File: config.mk
export PLATFORM = sky130hd
export DESIGN_NAME = text_cursor_controller_flat
export DESIGN_NICKNAME = d
export VERILOG_FILES = /design/src/hdl/tcc_pkg.sv /design/src/hdl/tcc_if.sv /design/src/hdl/tcc_ctrl.sv /design/src/hdl/tcc_datapath.sv /design/src/hdl/text_cursor_controller.sv /design/src/flat_wrapper.sv
export SDC_FILE = /design/constraint.sdc
export NUM_CORES = 1
export LEC_CHECK = 0
export BUFFER_PORTS_ARGS = -buffer_cell sky130_fd_sc_hd__buf_4
export CORE_ASPECT_RATIO = 1.2
export CORE_MARGIN = 2
export CORE_UTILIZATION = 40
export CTS_BUF_LIST = sky130_fd_sc_hd__clkbuf_4 sky130_fd_sc_hd__clkbuf_8 sky130_fd_sc_hd__clkbuf_16
export DETAILED_ROUTE_END_ITERATION = 8
export GPL_TIMING_DRIVEN = 1
export MAX_ROUTING_LAYER = met4
export SYNTH_ARGS = -nofsm -noshare
export SYNTH_HDL_FRONTEND = slang
export SYNTH_SLANG_ARGS = --single-unit
File: constraint.sdc
create_clock -name clk -period 12.9 [get_ports clk]
set_clock_uncertainty 0.05 [all_clocks]
set_input_delay 0 -clock clk [delete_from_list [all_inputs] [get_ports clk]]
set_output_delay 0 -clock clk [all_outputs]
set_load 0.05 [all_outputs]
File: src/hdl/tcc_pkg.sv
// tcc_pkg: shared types and constants of the text cursor controller
// no dependencies; imported by the controller, datapath and top level
`timescale 1ns / 1ps

package tcc_pkg;

    typedef enum logic [1:0] {
        CMD_PUT   = 2'd0,
        CMD_ABS   = 2'd1,
        CMD_REL   = 2'd2,
        CMD_CLEAR = 2'd3
    } cmd_t;

    // configuration register indexes
    localparam logic [1:0] REG_COLUMNS = 2'd0;
    localparam logic [1:0] REG_ROWS    = 2'd1;
    localparam logic [1:0] REG_MODE    = 2'd2;

    localparam logic [7:0] COLUMNS_RESET = 8'd80;
    localparam logic [7:0] ROWS_RESET    = 8'd25;
    localparam logic [1:0] MODE_RESET    = 2'd0;

    // mode flag bit positions
    localparam int MODE_WRAP     = 0;
    localparam int MODE_NOSCROLL = 1;

    // control codes
    localparam logic [7:0] CH_BACKSPACE = 8'h08;
    localparam logic [7:0] CH_TAB       = 8'h09;
    localparam logic [7:0] CH_NEWLINE   = 8'h0A;
    localparam logic [7:0] CH_RETURN    = 8'h0D;
    localparam logic [7:0] CH_PRINT_MIN = 8'h10;

    typedef struct packed {
        logic [1:0]         command;
        logic [7:0]         char_code;
        logic signed [10:0] move_col;
        logic signed [10:0] move_row;
    } req_t;

    typedef struct packed {
        logic       glyph_write;
        logic [7:0] glyph_col;
        logic [7:0] glyph_row;
        logic [7:0] glyph_code;
        logic       scroll_up;
        logic       clear_screen;
        logic [7:0] cursor_col;
        logic [7:0] cursor_row;
    } rsp_t;

    // controller to datapath
    typedef struct packed {
        logic load;
        logic exec;
        logic step;
        logic commit;
    } ctrl_cmd_t;

    // datapath to controller
    typedef struct packed {
        logic is_move;
        logic step_needed;
    } dp_status_t;

endpackage

File: src/hdl/tcc_if.sv
// tcc_if: valid/ready channel interfaces of the text cursor controller
// request, response and configuration channels; no dependencies
`timescale 1ns / 1ps

interface tcc_req_if;
    logic               valid;
    logic               ready;
    logic [1:0]         command;
    logic [7:0]         char_code;
    logic signed [10:0] move_col;
    logic signed [10:0] move_row;

    modport source (output valid, command, char_code, move_col, move_row, input ready);
    modport sink   (input valid, command, char_code, move_col, move_row, output ready);
endinterface

interface tcc_rsp_if;
    logic       valid;
    logic       ready;
    logic       glyph_write;
    logic [7:0] glyph_col;
    logic [7:0] glyph_row;
    logic [7:0] glyph_code;
    logic       scroll_up;
    logic       clear_screen;
    logic [7:0] cursor_col;
    logic [7:0] cursor_row;

    modport source (output valid, glyph_write, glyph_col, glyph_row, glyph_code,
                    scroll_up, clear_screen, cursor_col, cursor_row, input ready);
    modport sink   (input valid, glyph_write, glyph_col, glyph_row, glyph_code,
                    scroll_up, clear_screen, cursor_col, cursor_row, output ready);
endinterface

interface tcc_cfg_if;
    logic       valid;
    logic       ready;
    logic [1:0] index;
    logic [7:0] data;

    modport source (output valid, index, data, input ready);
    modport sink   (input valid, index, data, output ready);
endinterface

File: src/hdl/tcc_ctrl.sv
// tcc_ctrl: sequencing state machine of the text cursor controller
// depends on tcc_pkg; drives the datapath through ctrl_cmd_t
`timescale 1ns / 1ps

module tcc_ctrl (
    input  logic                clk,
    input  logic                rst_n,
    input  logic                req_valid,
    output logic                req_ready,
    output logic                rsp_valid,
    input  logic                rsp_ready,
    output tcc_pkg::ctrl_cmd_t  cmd,
    input  tcc_pkg::dp_status_t stat
);
    import tcc_pkg::*;

    typedef enum logic [1:0] {
        S_IDLE,
        S_EXEC,
        S_WRAP,
        S_FINISH
    } state_t;

    state_t state_reg, state_next;
    logic   req_ready_reg, req_ready_next;
    logic   rsp_valid_reg, rsp_valid_next;

    always_comb
    begin
        cmd.load   = (state_reg == S_IDLE) && req_valid && req_ready_reg;
        cmd.exec   = (state_reg == S_EXEC);
        cmd.step   = (state_reg == S_WRAP) && stat.step_needed;
        cmd.commit = (state_reg == S_FINISH) && (!rsp_valid_reg || rsp_ready);
    end

    always_comb
    begin
        state_next     = state_reg;
        req_ready_next = req_ready_reg;
        rsp_valid_next = rsp_valid_reg && !rsp_ready;
        case (state_reg)
            S_IDLE:
            begin
                if (cmd.load)
                begin
                    req_ready_next = 1'b0;
                    state_next     = S_EXEC;
                end
            end
            S_EXEC:
            begin
                state_next = stat.is_move ? S_WRAP : S_FINISH;
            end
            S_WRAP:
            begin
                // one fold of the column count per cycle until in range
                if (!stat.step_needed)
                    state_next = S_FINISH;
            end
            S_FINISH:
            begin
                if (cmd.commit)
                begin
                    rsp_valid_next = 1'b1;
                    req_ready_next = 1'b1;
                    state_next     = S_IDLE;
                end
            end
            default:
            begin
                state_next = S_IDLE;
            end
        endcase
    end

    always_ff @(posedge clk or negedge rst_n)
    begin
        if (!rst_n)
        begin
            state_reg     <= S_IDLE;
            req_ready_reg <= 1'b1;
            rsp_valid_reg <= 1'b0;
        end
        else
        begin
            state_reg     <= state_next;
            req_ready_reg <= req_ready_next;
            rsp_valid_reg <= rsp_valid_next;
        end
    end

    assign req_ready = req_ready_reg;
    assign rsp_valid = rsp_valid_reg;

endmodule

File: src/hdl/tcc_datapath.sv
// tcc_datapath: cursor state, geometry registers and move arithmetic
// depends on tcc_pkg and tcc_cfg_if; sequenced by tcc_ctrl
`timescale 1ns / 1ps

module tcc_datapath #(
    parameter int TAB_WIDTH = 8
) (
    input  logic                clk,
    input  logic                rst_n,
    tcc_cfg_if.sink             cfg,
    input  tcc_pkg::req_t       req_data,
    output tcc_pkg::rsp_t       rsp_data,
    input  tcc_pkg::ctrl_cmd_t  cmd,
    output tcc_pkg::dp_status_t stat
);
    import tcc_pkg::*;

    // reciprocal for the next tab stop, exact for 8-bit columns
    localparam int         RECIP_SHIFT = 16;
    localparam logic [16:0] TAB_RECIP  = 17'((2 ** RECIP_SHIFT + TAB_WIDTH - 1) / TAB_WIDTH);
    localparam logic [8:0]  TAB_W9     = 9'(TAB_WIDTH);

    logic [7:0] columns_reg;
    logic [7:0] rows_reg;
    logic [1:0] mode_reg;
    logic [7:0] cur_col_reg;
    logic [7:0] cur_row_reg;

    cmd_t               in_cmd_reg;
    logic [7:0]         in_char_reg;
    logic signed [10:0] in_mcol_reg;
    logic signed [10:0] in_mrow_reg;

    logic signed [11:0] mx_reg;
    logic signed [13:0] my_reg;
    logic               gw_reg;
    logic [7:0]         gcol_reg;
    logic [7:0]         grow_reg;
    logic [7:0]         gcode_reg;
    logic               scr_reg;
    logic               clr_reg;
    rsp_t               rsp_reg;

    logic [8:0]  cols_eff, rows_eff;
    logic [24:0] tab_prod;
    logic [17:0] tab_stop_prod;
    logic [8:0]  tab_next;
    logic [8:0]  px, py;
    logic        pgw, pscr;
    logic        glyph_put;
    logic        is_move, mx_neg, mx_over;
    logic signed [11:0] mx_load;
    logic signed [13:0] my_load;
    logic [7:0]  fx, fy;

    assign cfg.ready = 1'b1;

    always_comb
    begin
        cols_eff = (columns_reg == 8'd0) ? 9'd1 : {1'b0, columns_reg};
        rows_eff = (rows_reg == 8'd0) ? 9'd1 : {1'b0, rows_reg};
    end

    // next multiple of the tab width above the cursor column
    always_comb
    begin
        tab_prod      = 25'(cur_col_reg) * 25'(TAB_RECIP);
        tab_stop_prod = 18'(tab_prod[24:RECIP_SHIFT] + 9'd1) * 18'(TAB_W9);
        tab_next      = tab_stop_prod[8:0];
    end

    // put character
    always_comb
    begin
        px   = {1'b0, cur_col_reg};
        py   = {1'b0, cur_row_reg};
        pgw  = 1'b0;
        pscr = 1'b0;
        case (in_char_reg)
            CH_NEWLINE:
            begin
                py = py + 9'd1;
                px = 9'd0;
            end
            CH_BACKSPACE:
            begin
                if (px != 9'd0)
                    px = px - 9'd1;
                else if (py != 9'd0)
                begin
                    py = py - 9'd1;
                    px = cols_eff - 9'd1;
                end
            end
            CH_RETURN:
            begin
                px = 9'd0;
            end
            CH_TAB:
            begin
                px = tab_next;
                if (px >= cols_eff)
                begin
                    px = px - cols_eff;
                    py = py + 9'd1;
                end
            end
            default:
            begin
                if (in_char_reg inside {[CH_PRINT_MIN:8'hFF]})
                begin
                    pgw = 1'b1;
                    if (px + 9'd1 == cols_eff)
                    begin
                        px = 9'd0;
                        py = py + 9'd1;
                    end
                    else
                        px = px + 9'd1;
                end
            end
        endcase
        // bottom reached: scroll one row at most
        if (py >= rows_eff)
        begin
            pscr = !mode_reg[MODE_NOSCROLL];
            py   = py - 9'd1;
            px   = 9'd0;
        end
        if (px > 9'd255)
            px = 9'd255;
        if (py > 9'd255)
            py = 9'd255;
    end

    assign glyph_put = (in_cmd_reg == CMD_PUT) && pgw;

    // move targets, relative ones offset by the cursor
    always_comb
    begin
        mx_load = 12'(in_mcol_reg);
        my_load = 14'(in_mrow_reg);
        if (in_cmd_reg == CMD_REL)
        begin
            mx_load = mx_load + $signed({4'b0, cur_col_reg});
            my_load = my_load + $signed({6'b0, cur_row_reg});
        end
    end

    always_comb
    begin
        is_move          = (in_cmd_reg == CMD_ABS) || (in_cmd_reg == CMD_REL);
        mx_neg           = mx_reg[11];
        mx_over          = !mx_neg && (mx_reg >= $signed({3'b0, cols_eff}));
        stat.is_move     = is_move;
        stat.step_needed = is_move && mode_reg[MODE_WRAP] && (mx_neg || mx_over);
    end

    // final cursor: moves clamp to the screen
    always_comb
    begin
        fx = mx_reg[7:0];
        fy = my_reg[7:0];
        if (is_move)
        begin
            if (mx_neg)
                fx = 8'd0;
            else if (mx_over)
                fx = 8'(cols_eff - 9'd1);
            if (my_reg[13])
                fy = 8'd0;
            else if (my_reg >= $signed({5'b0, rows_eff}))
                fy = 8'(rows_eff - 9'd1);
        end
    end

    always_ff @(posedge clk or negedge rst_n)
    begin
        if (!rst_n)
        begin
            columns_reg <= COLUMNS_RESET;
            rows_reg    <= ROWS_RESET;
            mode_reg    <= MODE_RESET;
            cur_col_reg <= 8'd0;
            cur_row_reg <= 8'd0;
        end
        else
        begin
            if (cfg.valid)
            begin
                case (cfg.index)
                    REG_COLUMNS: columns_reg <= cfg.data;
                    REG_ROWS:    rows_reg    <= cfg.data;
                    REG_MODE:    mode_reg    <= cfg.data[1:0];
                    default:     ;
                endcase
            end
            if (cmd.commit)
            begin
                cur_col_reg <= fx;
                cur_row_reg <= fy;
            end
        end
    end

    always_ff @(posedge clk)
    begin
        if (cmd.load)
        begin
            in_cmd_reg  <= cmd_t'(req_data.command);
            in_char_reg <= req_data.char_code;
            in_mcol_reg <= req_data.move_col;
            in_mrow_reg <= req_data.move_row;
        end
        if (cmd.exec)
        begin
            gw_reg    <= glyph_put;
            gcol_reg  <= glyph_put ? cur_col_reg : 8'd0;
            grow_reg  <= glyph_put ? cur_row_reg : 8'd0;
            gcode_reg <= glyph_put ? in_char_reg : 8'd0;
            scr_reg   <= (in_cmd_reg == CMD_PUT) && pscr;
            clr_reg   <= (in_cmd_reg == CMD_CLEAR);
            case (in_cmd_reg)
                CMD_PUT:
                begin
                    mx_reg <= $signed({3'b0, px});
                    my_reg <= $signed({5'b0, py});
                end
                CMD_CLEAR:
                begin
                    mx_reg <= 12'sd0;
                    my_reg <= 14'sd0;
                end
                default:
                begin
                    mx_reg <= mx_load;
                    my_reg <= my_load;
                end
            endcase
        end
        if (cmd.step)
        begin
            if (mx_neg)
            begin
                mx_reg <= mx_reg + $signed({3'b0, cols_eff});
                my_reg <= my_reg - 14'sd1;
            end
            else
            begin
                mx_reg <= mx_reg - $signed({3'b0, cols_eff});
                my_reg <= my_reg + 14'sd1;
            end
        end
        if (cmd.commit)
        begin
            rsp_reg.glyph_write  <= gw_reg;
            rsp_reg.glyph_col    <= gcol_reg;
            rsp_reg.glyph_row    <= grow_reg;
            rsp_reg.glyph_code   <= gcode_reg;
            rsp_reg.scroll_up    <= scr_reg;
            rsp_reg.clear_screen <= clr_reg;
            rsp_reg.cursor_col   <= fx;
            rsp_reg.cursor_row   <= fy;
        end
    end

    assign rsp_data = rsp_reg;

endmodule

File: src/hdl/text_cursor_controller.sv
// text_cursor_controller: cursor tracking for a text-mode screen
// put character and clear pass through the exec and finish states, the finish state holding until
// any earlier result is taken; moves also pass the wrap state, folding the column one step per cycle until in range
// one item at a time: a new request is taken only once the last result is committed
// reset: cursor at 0,0, columns 80, rows 25, mode flags 0; no item or result pending
`timescale 1ns / 1ps

module text_cursor_controller #(
    parameter int TAB_WIDTH = 8
) (
    input  logic       clk,
    input  logic       rst_n,
    tcc_cfg_if.sink    cfg,
    tcc_req_if.sink    req,
    tcc_rsp_if.source  rsp
);
    import tcc_pkg::*;

    ctrl_cmd_t  cmd;
    dp_status_t stat;
    req_t       req_data;
    rsp_t       rsp_data;

    assign req_data.command   = req.command;
    assign req_data.char_code = req.char_code;
    assign req_data.move_col  = req.move_col;
    assign req_data.move_row  = req.move_row;

    assign rsp.glyph_write  = rsp_data.glyph_write;
    assign rsp.glyph_col    = rsp_data.glyph_col;
    assign rsp.glyph_row    = rsp_data.glyph_row;
    assign rsp.glyph_code   = rsp_data.glyph_code;
    assign rsp.scroll_up    = rsp_data.scroll_up;
    assign rsp.clear_screen = rsp_data.clear_screen;
    assign rsp.cursor_col   = rsp_data.cursor_col;
    assign rsp.cursor_row   = rsp_data.cursor_row;

    tcc_ctrl u_ctrl (
        .clk       (clk),
        .rst_n     (rst_n),
        .req_valid (req.valid),
        .req_ready (req.ready),
        .rsp_valid (rsp.valid),
        .rsp_ready (rsp.ready),
        .cmd       (cmd),
        .stat      (stat)
    );

    tcc_datapath #(
        .TAB_WIDTH (TAB_WIDTH)
    ) u_datapath (
        .clk      (clk),
        .rst_n    (rst_n),
        .cfg      (cfg),
        .req_data (req_data),
        .rsp_data (rsp_data),
        .cmd      (cmd),
        .stat     (stat)
    );

`ifndef SYNTHESIS
    // one item in flight: no second transfer right after one
    a_one_in_flight: assert property (@(posedge clk) disable iff (!rst_n)
        req.valid && req.ready |=> !req.ready)
        else $error("request taken while an item is in flight");

    a_clear_homes: assert property (@(posedge clk) disable iff (!rst_n)
        rsp.valid && rsp.clear_screen |->
            (rsp.cursor_col == 8'd0) && (rsp.cursor_row == 8'd0) && !rsp.glyph_write)
        else $error("clear result does not home the cursor");

    a_no_glyph_zero: assert property (@(posedge clk) disable iff (!rst_n)
        rsp.valid && !rsp.glyph_write |->
            (rsp.glyph_code == 8'd0) && (rsp.glyph_col == 8'd0) && (rsp.glyph_row == 8'd0))
        else $error("glyph fields set without a glyph write");
`endif

endmodule
File: src/flat_wrapper.sv
// flat-port wrapper written by rule: the top's interface ports become plain ports
module text_cursor_controller_flat import tcc_pkg::*;
#(
    parameter int TAB_WIDTH = 8
)
  (clk, rst_n, cfg_valid, cfg_index, cfg_data, cfg_ready, req_valid, req_command, req_char_code, req_move_col, req_move_row, req_ready, rsp_valid, rsp_glyph_write, rsp_glyph_col, rsp_glyph_row, rsp_glyph_code, rsp_scroll_up, rsp_clear_screen, rsp_cursor_col, rsp_cursor_row, rsp_ready);
  tcc_cfg_if cfg_i ();
  tcc_req_if req_i ();
  tcc_rsp_if rsp_i ();
  input  logic clk;
  input  logic rst_n;
  input wire logic [$bits(cfg_i.valid)-1:0] cfg_valid;
  input wire logic [$bits(cfg_i.index)-1:0] cfg_index;
  input wire logic [$bits(cfg_i.data)-1:0] cfg_data;
  output wire logic [$bits(cfg_i.ready)-1:0] cfg_ready;
  input wire logic [$bits(req_i.valid)-1:0] req_valid;
  input wire logic [$bits(req_i.command)-1:0] req_command;
  input wire logic [$bits(req_i.char_code)-1:0] req_char_code;
  input wire logic [$bits(req_i.move_col)-1:0] req_move_col;
  input wire logic [$bits(req_i.move_row)-1:0] req_move_row;
  output wire logic [$bits(req_i.ready)-1:0] req_ready;
  output wire logic [$bits(rsp_i.valid)-1:0] rsp_valid;
  output wire logic [$bits(rsp_i.glyph_write)-1:0] rsp_glyph_write;
  output wire logic [$bits(rsp_i.glyph_col)-1:0] rsp_glyph_col;
  output wire logic [$bits(rsp_i.glyph_row)-1:0] rsp_glyph_row;
  output wire logic [$bits(rsp_i.glyph_code)-1:0] rsp_glyph_code;
  output wire logic [$bits(rsp_i.scroll_up)-1:0] rsp_scroll_up;
  output wire logic [$bits(rsp_i.clear_screen)-1:0] rsp_clear_screen;
  output wire logic [$bits(rsp_i.cursor_col)-1:0] rsp_cursor_col;
  output wire logic [$bits(rsp_i.cursor_row)-1:0] rsp_cursor_row;
  input wire logic [$bits(rsp_i.ready)-1:0] rsp_ready;
  assign cfg_i.valid = cfg_valid;
  assign cfg_i.index = cfg_index;
  assign cfg_i.data = cfg_data;
  assign cfg_ready = cfg_i.ready;
  assign req_i.valid = req_valid;
  assign req_i.command = req_command;
  assign req_i.char_code = req_char_code;
  assign req_i.move_col = req_move_col;
  assign req_i.move_row = req_move_row;
  assign req_ready = req_i.ready;
  assign rsp_valid = rsp_i.valid;
  assign rsp_glyph_write = rsp_i.glyph_write;
  assign rsp_glyph_col = rsp_i.glyph_col;
  assign rsp_glyph_row = rsp_i.glyph_row;
  assign rsp_glyph_code = rsp_i.glyph_code;
  assign rsp_scroll_up = rsp_i.scroll_up;
  assign rsp_clear_screen = rsp_i.clear_screen;
  assign rsp_cursor_col = rsp_i.cursor_col;
  assign rsp_cursor_row = rsp_i.cursor_row;
  assign rsp_i.ready = rsp_ready;
  text_cursor_controller #(.TAB_WIDTH(TAB_WIDTH)) u_core (.clk(clk), .rst_n(rst_n), .cfg(cfg_i), .req(req_i), .rsp(rsp_i));
endmodule
# --- Word level (Yosys, flattened, before mapping) ---
# Cells that the tools add are included.
# W data, S select, Z words.
word_totals:
  register_bits: 166
  in_bits: 47
  output_inout_bits: 46
classes:
  add_sub_neg: 15
  magnitude_cmp: 8
  eq_ne: 16
  n_mux: 47
  n_reduce_logical: 34
ops:
  columns: ["op", "count"]
  rows:
  - ["$mux W9", 14]
  - ["$mux W8", 8]
  - ["$mux W14", 4]
  - ["$mux W12", 4]
  - ["$pmux W9 S4", 1]
  - ["$eq A8 B4 Y1 const B", 4]
  - ["$pmux W14 S2", 1]
  - ["$pmux W9 S3", 1]
  - ["$sub A8 B1 Y9 const B", 3]
  - ["$add A11 B9 Y12", 2]
  - ["$pmux W12 S2", 1]
  - ["$add A8 B1 Y9 const B", 2]
  - ["$ge A9 B8 Y1", 2]
  - ["$gt A9 B8 Y1 const B", 2]
  - ["$logic_not A8 Y1", 2]
  - ["$reduce_bool A8 Y1", 2]
  - ["$add A14 B2 Y14 const B", 1]
  - ["$ge A14 B9 Y1", 1]
  - ["$sub A14 B2 Y14 const B", 1]
  - ["$add A12 B9 Y12", 1]
  - ["$ge A12 B9 Y1", 1]
  - ["$sub A12 B9 Y12", 1]
  - ["$logic_and A1 B1 Y1", 11]
  - ["$eq A2 B2 Y1 const B", 5]
  - ["22 further kinds", 45]

# --- Logic depth before layout (Yosys ltp) ---
depth:
  word_depth: 13
  ltp_mapped: 24
  mapped_depth_nobuf: 23

# --- Cells and area by module ---
# A second synthesis with hierarchy kept.
unflattened:
  hier_cells: 1120
  area_unflattened_um2: 11219.5
by_module_without_submodules:
  columns: ["mod", "n_inst", "cells_each", "area_per_inst_um2", "seq_area_each_um2"]
  rows:
  - ["tcc_datapath", 1, 1092, 10924.2, 4700.8]
  - ["tcc_ctrl", 1, 28, 295.3, 101.3]

# --- Least setup slack after synthesis ---
# OpenSTA, ideal clock, no wires.
synth_path:
  path_kind: "reg-to-reg"
  from: "register u_core.u_datapath.columns_reg[3]"
  to: "register u_core.u_datapath.my_reg[7], data pin"
  setup_time_ns: 0.263
  t_arrival_ns: 4.726
  slack_ns: 7.861
  stages_incl_launch_ff: 24
  path_cell_list: "dfrtp_1 -> or4_1 -> buf_2 -> o21bai_1 -> inv_1 -> ha_1 -> nand4b_1 -> nand2_1 -> o21ba_2 -> o21ai_1 -> o211ai_2 -> a21oi_1 -> o21a_1 -> inv_1 -> ha_1 -> a21oi_1 -> o21ai_0 -> a21oi_1 -> o21ai_0 -> nand2b_1 -> nand4_1 -> o31a_1 -> nor3_1 -> o21ai_0"
synth_via:
  elab_chain_len: 13
synth_lines:
  columns: ["item", "line", "text"]
  rows:
  - ["start, declared", "tcc_datapath.sv:23", "logic [7:0] columns_reg;"]
  - ["start signal, assigned", "tcc_datapath.sv:192", "REG_COLUMNS: columns_reg <= cfg.data;"]
  - ["$logic_not A8 Y1", "tcc_datapath.sv:60", "cols_eff = (columns_reg == 8'd0) ? 9'd1 : {1'b0, columns_reg};"]
  - ["$mux W8 (*)", "tcc_datapath.sv:60", null]
  - ["branches (longest 10 deep; another with $ge A9 B8 Y1)", null, null]
  - ["$mux W14 (*)", "tcc_datapath.sv:241", "if (cmd.step)"]
  - ["end signal, assigned", "tcc_datapath.sv:227", "my_reg <= $signed({5'b0, py});"]
  - ["end signal, assigned", "tcc_datapath.sv:246", "my_reg <= my_reg - 14'sd1;"]
  - ["end signal, assigned", "tcc_datapath.sv:251", "my_reg <= my_reg + 14'sd1;"]
  - ["end, declared", "tcc_datapath.sv:35", "logic signed [13:0] my_reg;"]
# Every way passes the cells marked *. The select of a mux whose other input is x is not followed.
# A chain may end at the register's enable or synchronous reset.

# --- Final worst setup path ---
layout_path:
  from: "register u_core.u_datapath.columns_reg[3]"
  to: "register u_core.u_datapath.my_reg[5], data pin"
# Same word-level chain as after synthesis.

==> reports/qor.yml <==
setup_path:
  cp.arrival_ns: 6.19
  crit_chain: "or4_1, o21bai_1, inv_1, ha_1, nand4b_1, nand2_1, o21ba_2, o21ai_1, o211ai_2, a21oi_1, o21a_1, inv_1, ha_1, a21oi_1, o21ai_0, a21oi_1, o21ai_0, nand2b_1, nand4_1, o21a_1, o31ai_1, a22oi_1"
  crit_type: "register to register"
  rrSetupSlack_ns: 6.81
  cp_slowest_cell: "or4_1"
  worstPathRequired_ns: 13.00
  worst-r2r-cell-count: 22
  crit_family: "compound AO/OA/AOI/OAI gates"
  end_kind: "register"
  cp_max_fo: 7
  crit_path_max_incr_delay_ns: 0.68
  critical_path_buf_inv_count: 2
  reg2reg_to: "u_core.u_datapath.my_reg[5]"
  r2r-start: "u_core.u_datapath.columns_reg[3]"
  cp.depth: 22
  start_kind: "register"
  crit_path_frequent_cell: "a21oi_1"
placement:
  dp_hpwl_um: 24300
  portBuffers: 91
  gp_congestion: 0.976
  placed_area_um2: 12200
sta:
  min_period_ns: 6.09
  hold_slack_ns: 0.0180
  rsz0062_at_grt: "no"
  timing.final.crit_share: 0.472
  max_freq_mhz: 164
  maxSlewHeadroom: 0.218
  slew_violations: 0
  hold_violations: 0
  setup_viol: 0
  worst_slew_pin_slew_ns: 1.16
  tns_ns: 0
clocking:
  max-clock-path-buffers: 2
  cts_root_buf: "clkbuf_16"
  cts_setup_buffers: 0
  clock_latency_ns: 0.45
  clock_sinks: 166
  path_clk_slew_ns: 0.08
  h-tree-depth: 4
  cts_tree: "done"
  cts_buffers: 17
route:
  wl_met1_um: 14600
  wl_per_cell_um: 20.2
  initialDrtViolationCount: 749
  first_pass_iters: 5
  wl_met3_um: 1360
  viasPerCell: 5.60
  totalWireLength_um: 33000
  num_vias: 9141
  wl_met2_um: 16100
  dr.max_layer_used: "met4"
  ant_nets: 0
  drc: 0
final_layout:
  area.growth.synth_to_final_pct: 19.6
  design_area_um2: 13400
  largest_reg_flops: 43
  num-fill-cells: 2594
  multi_input_area_um2: 5930
  regArea_um2: 4800
  antennaDiodeCount: 0
  layout_commonest_cell: "edfxtp_1"
  drive_gt1_frac: 0.158
  fin_nets: 1375
  final_cell_mix: "128 x edfxtp_1, 105 x buf_4, 85 x nand2_1, 83 x ha_1, 76 x o21ai_0"
floorplan:
  die_w_um: 157
  fp.dieArea_um2: 29300
  fp-row-count: 67
  coreArea_um2: 27700
  die_h_um: 187
  boundaryPins: 93
  start_util: 0.403
grt:
  grt_max_degree: 60
  grt_usage: 0.236
  grt_overflow_total: 0
  grt_pass1_wl_um: 51100
  grt_pass1_vias: 8936
  antenna_found_initial: 0
power:
  leakage_nw: 5.27
  p_per_area_nw_per_um2: 98.1
  ir_worst_vdd_mv: 0.0829
yosys:
  syn-num-nets: 1255
  synth.distinct_cells: 77
  syn_inst: 1120
  synth_xor_area_frac: 0.0572
  ys.flop_type: "edfxtp_1"
  async_flop_share: 0.229
  yosysSeqAreaShare: 0.429
  synth_area_per_cell_um2: 9.98
  synth.area.mux_share: 0.0491
  synth.cell_area_um2: 11200
  synthAdderAreaFrac: 0.102
  synth_edf_count: 128
  synth_top_family_by_area: "compound AO/OA/AOI/OAI gates"
  yosys.area_share.simple: 0.141
  synth_compound_area_frac: 0.178
  ys_ff_latch: 166
  ys.warnings.count: 0
min_path:
  min_path_type: "primary input to register"
  holdPathEnd: "u_core.u_datapath.mode_reg[0]"
  worstHoldStart: "cfg_valid"
  holdPathStages: 3
outcome:
  status: "finished, final reports clean"
flow_run:
  cap_viol_max_count: 0
-- Yosys cell counts, types with 29 or more instances --
master / n / area [µm²]
edfxtp_1: 128 / 3840
nor2_1: 61 / 229
and3_1: 29 / 181
a21oi_1: 68 / 340
nand2_1: 85 / 319
clkbuf_1: 50 / 188
ha_1: 83 / 1040
mux2_2: 39 / 439
xnor2_1: 51 / 447
o21ai_0: 76 / 380
inv_1: 68 / 255
dfrtp_1: 32 / 801
-- cell type report --
type | instances | share of cell area
clock buffers | 17 | 0.0318
repair buffers | 157 | 0.0979
flip-flops and latches | 166 | 0.359
clock inverters | 15 | 0.0131
multi-input cells | 829 | 0.443
well taps | 379 | 0.0355
inverters | 69 | 0.0194
-- kinds of logic (layout without fill, tap and decap cells) --
| kind of cell | after synthesis | count (layout) |
|---|---|---|
| AOI/OAI and AO/OA | 305 | 305 |
| xor gates and xnor gates | 73 | 73 |
| adders and majority gates | 88 | 88 |
| buffers and inverters | 125 | 258 |
| DFF | 166 | 166 |
| muxes | 50 | 50 |
| other | 1 | 1 |
| and+or+nand+nor | 312 | 312 |
-- metrics by stage --
stage	util	std cells	setup slack, ns	total power, mW
after global placement	0.441	1548	7.11	0.791
after detailed placement	0.441	1548	6.86	0.791
final	0.482	1632	6.81	1.31
after floorplan	-	1120	7.86	0.735
after CTS	0.482	1632	6.87	1.32
after global routing	0.482	1632	6.29	1.36
-- routing by layer --
| metal | global-route usage | up-vias |
|---|---|---|
| met5 | - | - |
| met1 | 0.301 | 4375 |
| li1 | - | 4400 |
| met3 | 0.0343 | 58 |
| met4 | 0.0889 | 0 |
| met2 | 0.382 | 308 |
-- tightest hold or removal path, stage by stage --
cell and delay, ns:
buf_4 0.12, nand3b_1 0.18, mux2_2 0.19
-- how the worst max path moves through the flow --
| stage | start | endpoint |
|---|---|---|
| final | u_core.u_datapath.columns_reg[3] | u_core.u_datapath.my_reg[5] |
| after global routing | u_core.u_datapath.columns_reg[3] | u_core.u_datapath.my_reg[5] |
| after CTS | u_core.u_datapath.columns_reg[3] | u_core.u_datapath.my_reg[5] |
| after detailed placement | u_core.u_datapath.columns_reg[3] | u_core.u_datapath.my_reg[5] |
| after global placement | u_core.u_datapath.columns_reg[3] | u_core.u_datapath.my_reg[5] |
| after floorplan | u_core.u_datapath.columns_reg[3] | u_core.u_datapath.my_reg[7] |
-- report_power, final --
group	total [mW]	switching, mW	internal (mW)
registers	0.603	0.0197	0.584
logic	0.193	0.103	0.0898
clock network	0.514	0.252	0.262
total	1.31	0.375	0.936
-- repair_timing --
action,CTS,global route
endpoints found under the setup margin,0,0
hold endpoints to repair,91,0
hold buffers,52,0
resized for setup,0,0
Note: power is estimated with default switching activity, not from simulation.
